==> config.mk <==
export PLATFORM = sky130hd
export DESIGN_NAME = double_ended_queue
export DESIGN_NICKNAME = d
export VERILOG_FILES = /design/src/rtl/deq_pkg.sv /design/src/rtl/double_ended_queue.sv
export SDC_FILE = /design/constraint.sdc
export NUM_CORES = 1
export LEC_CHECK = 0
export ABC_AREA = 1
export BUFFER_PORTS_ARGS = -buffer_cell sky130_fd_sc_hd__buf_2
export CAP_MARGIN = 20
export CORE_MARGIN = 8
export CORE_UTILIZATION = 30
export DETAILED_ROUTE_END_ITERATION = 10
export PLACE_DENSITY = 0.55
export SYNTH_ARGS = -nofsm -noshare
export SYNTH_HDL_FRONTEND = slang
export SYNTH_SLANG_ARGS = --single-unit
==> constraint.sdc <==
create_clock -name i_clk -period 7.9 [get_ports i_clk]
set_clock_uncertainty 0.05 [all_clocks]
set_input_delay 1.975 -clock i_clk [delete_from_list [all_inputs] [get_ports i_clk]]
set_output_delay 1.975 -clock i_clk [all_outputs]
set_load 0.05 [all_outputs]
==> src/rtl/deq_pkg.sv <==
// deq_pkg: operation and status codes of the double-ended queue
`timescale 1ns / 1ps

package deq_pkg;

    // operation carried in the request tuser
    typedef enum logic [2:0] {
        OP_PUSH_FRONT = 3'd0,
        OP_PUSH_BACK  = 3'd1,
        OP_POP_FRONT  = 3'd2,
        OP_POP_BACK   = 3'd3,
        OP_CLEAR      = 3'd4,
        OP_QUERY      = 3'd5
    } t_op;

    // result status
    typedef enum logic [1:0] {
        ST_DONE  = 2'd0,
        ST_FULL  = 2'd1,
        ST_EMPTY = 2'd2
    } t_status;

    localparam int unsigned VALUE_W     = 32;
    localparam int unsigned OUT_COUNT_W = 5;
    localparam int unsigned OUT_DATA_W  = 80;

endpackage

==> src/rtl/double_ended_queue.sv <==
// double_ended_queue: bounded deque of 32-bit values in a ring of memory slots
`timescale 1ns / 1ps

// Usage
// The slave channel takes one request per operation: tuser holds the operation
// (push front, push back, pop front, pop back, clear, query) and tdata the value
// a push stores. Every request gives exactly one result on the master channel:
// front and back values (0 when empty), entry count, empty and full flags, and
// a status (done, push refused because full, pop ignored because empty).
// Timing
// Pushes, clear, query and pops that leave no entry: the result is registered in
// the cycle after the request, and a new request is taken every cycle while the
// result side keeps up. Other pops read the new front or back slot through the
// single registered memory read port, then load it into the result in a load state.
// A slot write and the pointer update happen in the request cycle.
// Reset
// Synchronous, active low: the queue is empty, no result is pending. The slot
// memory is not cleared; a slot is only read after a push has written it.
// Stall
// While a result waits for i_m_tready, it holds, and a new request is taken only
// in the cycle in which the waiting result is taken.
module double_ended_queue #(
    parameter int unsigned DEPTH = 16
) (
    input  logic        i_clk,
    input  logic        i_rst_n,
    // request channel
    input  logic        i_s_tvalid,
    output logic        o_s_tready,
    input  logic [31:0] i_s_tdata,   // [31:0] element_value
    input  logic [2:0]  i_s_tuser,   // [2:0] operation
    // result channel
    output logic        o_m_tvalid,
    input  logic        i_m_tready,
    // [31:0] front_value, [63:32] back_value, [68:64] entry_count,
    // [69] is_empty, [70] is_full, [72:71] status, [79:73] zero
    output logic [deq_pkg::OUT_DATA_W-1:0] o_m_tdata
);
    import deq_pkg::*;

    localparam int unsigned IW = (DEPTH > 1) ? $clog2(DEPTH) : 1;
    localparam int unsigned CW = $clog2(DEPTH + 1);
    localparam logic [IW-1:0] LAST_IDX = IW'(DEPTH - 1);
    localparam logic [CW-1:0] FULL_CNT = CW'(DEPTH);

    typedef enum logic {
        S_IDLE,
        S_LOAD
    } t_state;

    // ring index helpers
    function automatic logic [IW-1:0] next_idx(input logic [IW-1:0] idx);
        next_idx = (idx == LAST_IDX) ? '0 : idx + IW'(1);
    endfunction

    function automatic logic [IW-1:0] prev_idx(input logic [IW-1:0] idx);
        prev_idx = (idx == '0) ? LAST_IDX : idx - IW'(1);
    endfunction

    logic [VALUE_W-1:0] mem [DEPTH];
    logic [VALUE_W-1:0] r_rd_data;

    t_state             r_state;
    logic [IW-1:0]      r_head, n_head;
    logic [IW-1:0]      r_tail, n_tail;
    logic [CW-1:0]      r_count, n_count;
    logic [VALUE_W-1:0] r_front, n_front;
    logic [VALUE_W-1:0] r_back, n_back;
    logic               r_load_front;
    t_status            r_status, n_status;
    logic               r_out_valid;
    logic [VALUE_W-1:0] r_out_front;
    logic [VALUE_W-1:0] r_out_back;
    logic [CW-1:0]      r_out_count;
    logic [1:0]         r_out_status;

    logic               accept;
    t_op                op;
    logic               wr_en;
    logic [IW-1:0]      wr_addr;
    logic               rd_en;
    logic [IW-1:0]      rd_addr;
    logic               rd_front;
    logic               is_full;
    logic               is_empty;
    logic [31:0]        count_wide;
    logic               out_empty;
    logic               out_full;

    assign o_s_tready = (r_state == S_IDLE) && (!r_out_valid || i_m_tready);
    assign accept     = i_s_tvalid && o_s_tready;
    assign op         = t_op'(i_s_tuser);
    assign is_full    = (r_count == FULL_CNT);
    assign is_empty   = (r_count == '0);

    // next pointers, cached end values and memory access for one request
    always_comb begin
        n_head   = r_head;
        n_tail   = r_tail;
        n_count  = r_count;
        n_front  = r_front;
        n_back   = r_back;
        n_status = ST_DONE;
        wr_en    = 1'b0;
        wr_addr  = prev_idx(r_head);
        rd_en    = 1'b0;
        rd_addr  = next_idx(r_head);
        rd_front = 1'b1;
        case (op)
            OP_PUSH_FRONT: begin
                if (is_full) begin
                    n_status = ST_FULL;
                end else begin
                    n_head  = prev_idx(r_head);
                    n_count = r_count + CW'(1);
                    n_front = i_s_tdata;
                    wr_en   = 1'b1;
                    wr_addr = prev_idx(r_head);
                    if (is_empty) begin
                        n_back = i_s_tdata;
                    end
                end
            end
            OP_PUSH_BACK: begin
                if (is_full) begin
                    n_status = ST_FULL;
                end else begin
                    n_tail  = next_idx(r_tail);
                    n_count = r_count + CW'(1);
                    n_back  = i_s_tdata;
                    wr_en   = 1'b1;
                    wr_addr = next_idx(r_tail);
                    if (is_empty) begin
                        n_front = i_s_tdata;
                    end
                end
            end
            OP_POP_FRONT: begin
                if (is_empty) begin
                    n_status = ST_EMPTY;
                end else begin
                    n_head   = next_idx(r_head);
                    n_count  = r_count - CW'(1);
                    rd_en    = (r_count != CW'(1));
                    rd_addr  = next_idx(r_head);
                    rd_front = 1'b1;
                end
            end
            OP_POP_BACK: begin
                if (is_empty) begin
                    n_status = ST_EMPTY;
                end else begin
                    n_tail   = prev_idx(r_tail);
                    n_count  = r_count - CW'(1);
                    rd_en    = (r_count != CW'(1));
                    rd_addr  = prev_idx(r_tail);
                    rd_front = 1'b0;
                end
            end
            OP_CLEAR: begin
                n_head  = '0;
                n_tail  = LAST_IDX;
                n_count = '0;
            end
            default: begin
            end
        endcase
    end

    // slot memory: one write and one registered read
    always_ff @(posedge i_clk) begin
        if (accept && wr_en) begin
            mem[wr_addr] <= i_s_tdata;
        end
        if (accept && rd_en) begin
            r_rd_data <= mem[rd_addr];
        end
    end

    // sequencer, queue state and result register
    always_ff @(posedge i_clk) begin
        if (!i_rst_n) begin
            r_state     <= S_IDLE;
            r_head      <= '0;
            r_tail      <= LAST_IDX;
            r_count     <= '0;
            r_out_valid <= 1'b0;
        end else begin
            case (r_state)
                S_IDLE: begin
                    if (accept) begin
                        r_head       <= n_head;
                        r_tail       <= n_tail;
                        r_count      <= n_count;
                        r_front      <= n_front;
                        r_back       <= n_back;
                        r_status     <= n_status;
                        r_load_front <= rd_front;
                        if (rd_en) begin
                            r_state     <= S_LOAD;
                            r_out_valid <= 1'b0;
                        end else begin
                            r_out_valid  <= 1'b1;
                            r_out_front  <= n_front;
                            r_out_back   <= n_back;
                            r_out_count  <= n_count;
                            r_out_status <= n_status;
                        end
                    end else if (r_out_valid && i_m_tready) begin
                        // result taken with no new request
                        r_out_valid <= 1'b0;
                    end
                end
                S_LOAD: begin
                    // the new end value arrives from the memory
                    r_state      <= S_IDLE;
                    r_out_valid  <= 1'b1;
                    r_out_count  <= r_count;
                    r_out_status <= r_status;
                    if (r_load_front) begin
                        r_front     <= r_rd_data;
                        r_out_front <= r_rd_data;
                        r_out_back  <= r_back;
                    end else begin
                        r_back      <= r_rd_data;
                        r_out_front <= r_front;
                        r_out_back  <= r_rd_data;
                    end
                end
                default: begin
                    r_state <= S_IDLE;
                end
            endcase
        end
    end

    // result packing, end values forced to zero when empty
    assign count_wide = 32'(r_out_count);
    assign out_empty  = (r_out_count == '0);
    assign out_full   = (r_out_count == FULL_CNT);
    assign o_m_tvalid = r_out_valid;
    assign o_m_tdata  = {7'b0, r_out_status, out_full, out_empty,
                         count_wide[OUT_COUNT_W-1:0],
                         out_empty ? {VALUE_W{1'b0}} : r_out_back,
                         out_empty ? {VALUE_W{1'b0}} : r_out_front};

    // count never exceeds the number of slots
    a_count_bound: assert property (@(posedge i_clk) disable iff (!i_rst_n)
        r_count <= FULL_CNT)
        else $error("entry count above depth");

    // empty ring keeps the tail just behind the head
    a_empty_ptrs: assert property (@(posedge i_clk) disable iff (!i_rst_n)
        is_empty |-> (r_tail == prev_idx(r_head)))
        else $error("head and tail disagree on empty ring");

    // a memory load only runs with the result register free
    a_load_free: assert property (@(posedge i_clk) disable iff (!i_rst_n)
        (r_state == S_LOAD) |-> (!r_out_valid && !o_s_tready))
        else $error("memory load with result pending");

    // an accepted push into a non-full ring grows the count by one
    a_push_count: assert property (@(posedge i_clk) disable iff (!i_rst_n)
        (accept && wr_en) |=> (r_count == $past(r_count) + CW'(1)))
        else $error("push did not grow the count");

endmodule
==> summary.txt <==
Finish
  – Final Util: 34.24%
  – Post-route cell area: between 0.03 and 0.04 mm2
  – NumNets Final: roughly 3300
  – Area Growth Syn to Fin: 13.93%
  – Final std cells w/o fill: 4691
  – Layout cells sized above 1: 9.444%

Place
  – PortBufs: ~110
  – Placed inst area: 0.03456 mm2
  – Post-DP HPWL: ~55000 um
  – Dpl cells: 4549
  – GP Congestion: about 0.8

Route
  – Routed WL per cell: ~20 um
  – Starting DRT DRC Count: 2220
  – DR vias: about 23000
  – Final wirelength: 91760 um
  – Via-to-Cell Ratio: 4.926
  – DRT antenna net count: 0
  – DR DRC count: 0
  – Initial DRT Pass Iterations: 6

STA
  – Achievable frequency: roughly 0.21 GHz
  – Hold Slack: 479.3 ps
  – Final count of pins violating max slew: 0
  – Final worst path period share: 59.78%
  – Final setup viols: 0
  – RSZ-0062 raised after global routing: false
  – Hold Vio Cnt, Final: 0
  – Final setup TNS: 0 ps
  – Tmin final: 4723 ps
  – Slew HR: 32.45%
  – Least-Margin Pin Slew: just over 1000 ps

Logic synthesis
  – Register area share after synthesis: 63.88%
  – EDFF count, synth: 682
  – Asr flop ratio synth: 0%
  – Synth cell types: 40
  – Cells after Synth: about 3200
  – Post-Syn Area: 0.03253 mm2
  – Synth top area share: 62.95%
  – Syn. warnings: 0
  – FF+latch count, synth: 697
  – Most instantiated cells after synthesis: 820 x nand2_1, 682 x edfxtp_1, 558 x nand3_1
  – Syn avg cell area: 10.20 um2
  – Most instantiated library cell after synthesis: nand2_1
  – Top cells by area, synth: edfxtp_1 63%, nand2_1 9.5%, nand3_1 8.6%
  – Area leader, netlist: edfxtp_1
  – Main synth FF type: edfxtp_1

Clock tree
  – CTS buffer count: 75
  – Worst-Skew Late Latency: 640 ps
  – CTS Root Cell: clkbuf_16
  – # resized after CTS: 0
  – Setup bufs post-CTS: 0
  – Worst-path clk slew: around 60 ps
  – Clock Sinks: between 600 and 700
  – H-Tree Depth: 3
  – CTS tree: done
  – Hold buffers post-CTS: 0
  – Clock buffer depth: 3

Global routing
  – Largest net degree at the start of global routing: 168
  – Global route overflow: 0
  – Number of global-route vias before repair: 21980
  – First-pass GRT wire length: roughly 140000 um
  – Antenna violations before repair: 8
  – GRT Overall Usage: 14.87%

Outcome
  – Status: completed

Setup path
  – Reg2Reg Launch Point: r_count[0]
  – Crit path to: o_m_tdata[5]
  – Critical Path Slowest Stage Cell: nor4_1
  – R2R setup slack: 4040 ps
  – Crit. End Element: primary output
  – Crit-path cells: nor4_1, inv_1, nor2_1, inv_2, buf_4, nand2_1, inv_1, buf_2
  – Required @ worst endpoint: 5880 ps
  – Crit path top cell by count: inv_1
  – CP startpoint: r_out_count[0]
  – Setup crit start kind: flip-flop
  – CP peak stage delay: around 560 ps
  – Critical path class: flip-flop to primary output
  – Crit-path max FO: between 60 and 70
  – Cells on worst reg2reg path: 12
  – Critical R2R Capture: r_rd_data[23]
  – Worst endpoint data arrival time: 2700 ps

Floorplan
  – Rows: ~120
  – Die W: around 350 um
  – Die area: between 0.1 and 0.15 mm2
  – CORE AREA: between 0.1 and 0.15 mm2
  – IO Count: 121
  – Initial Util: 30.05%
  – Vert. Die Dim: 345.3 um

Hold path
  – Hold Path Class: flip-flop to flip-flop

Job
  – MaxCap Viol Count: 0

Power and ir drop
  – Peak supply drop: 0.1560 mV
  – Pwr/cell area: ~250 mW/mm2
  – Pleak: 0.01489 uW
==> layout by cell type, fill, tap and decap left out, types with 11 or more instances in the layout <==
| cell type | netlist | final |
|---|---|---|
| nand2_1 | 820 | 818 |
| edfxtp_1 | 682 | 682 |
| nand3_1 | 558 | 558 |
| inv_1 | 364 | 362 |
| o211ai_1 | 131 | 131 |
| o21ai_0 | 131 | 130 |
| buf_2 | 106 | 113 |
| a21oi_1 | 87 | 85 |
| clkbuf_16 | 0 | 75 |
| nand3b_1 | 64 | 64 |
| buf_4 | 36 | 36 |
| mux2i_1 | 31 | 31 |
| nor2_4 | 1 | 20 |
| clkbuf_1 | 59 | 19 |
| nor2_1 | 36 | 17 |
| clkinv_2 | 0 | 14 |
| dfxtp_1 | 15 | 14 |
| clkinv_1 | 2 | 11 |
==> per-stage QoR <==
| stage | power (uW) | worst slack (ps) |
|---|---|---|
| after global routing | 9502 | 2828 |
| after global placement | 5616 | 2530 |
| final | 9157 | 3177 |
| after CTS | 9235 | 2923 |
| after detailed placement | 5623 | 2522 |
| after floorplan | 5215 | 622.8 |
==> worst max-delay path, delay by kind of cell (launching register included) <==
family / cells / cell delay [ps]
DFF: 1 / 400
buffers and inverters: 5 / 730
and+or+nand+nor: 3 / 950
==> cell type report <==
class	instances	area, um2
Fill cell	10780	71180
Sequential cell	697	20780
Multi-Input combinational cell	1908	9517
Clock buffer	94	1948
Tap cell	1414	1769
Inverter	370	1393
Timing Repair Buffer	160	1101
Clock inverter	43	543.0
Antenna cell	5	12.51
==> cells by family after synthesis <==
logic type | after synthesis | share of synthesized area [%]
flops | 697 | 63.88
other cells | 1 | 0.01153
compound gates | 360 | 6.619
mux | 31 | 0.9539
fa+ha+maj | 8 | 0.3077
buf+inv | 589 | 7.665
xor+xnor | 6 | 0.1615
simple gates | 1496 | 20.40
==> state kept, by name, indices dropped and copies added, names as in the netlist <==
signal,count
mem,512
r_out_front,32
r_out_status,2
r_back,32
o_m_tvalid,1
r_count,5
r_out_count,5
r_front,32
r_state,1
r_status,2
r_out_back,32
r_load_front,1
r_tail,4
r_rd_data,32
r_head,4
==> layer usage <==
metal  share of wire, %  global-route usage [%]  vias up  wire (um)
met4                1.7                   3.626        2       1594
met5              0.013                       0        -         12
met1                 46                   21.08    11230      42150
li1                   -                       -    11020          -
met2                 46                   23.66      746      41850
met3                6.7                   2.530      115       6156
==> where the power goes <==
part	leakage, uW	internal (uW)	switching [uW]
clock network	0.00121	2100	1510
logic	0.00737	320	973
registers	0.00631	4190	57.0
total	0.0149	6610	2540
==> worst min path at each step <==
stage	from	endpoint	slack, ps	depth (start not counted)
floorplan	r_head[1]	r_head[1]	440	2
global placement	r_head[1]	r_head[1]	470	2
detailed placement	r_head[1]	r_head[1]	470	2
CTS	r_head[1]	r_head[1]	480	2
global route	r_head[1]	r_head[1]	530	2
finish	r_head[1]	r_head[1]	480	2
(Power assumes the default switching activity.)
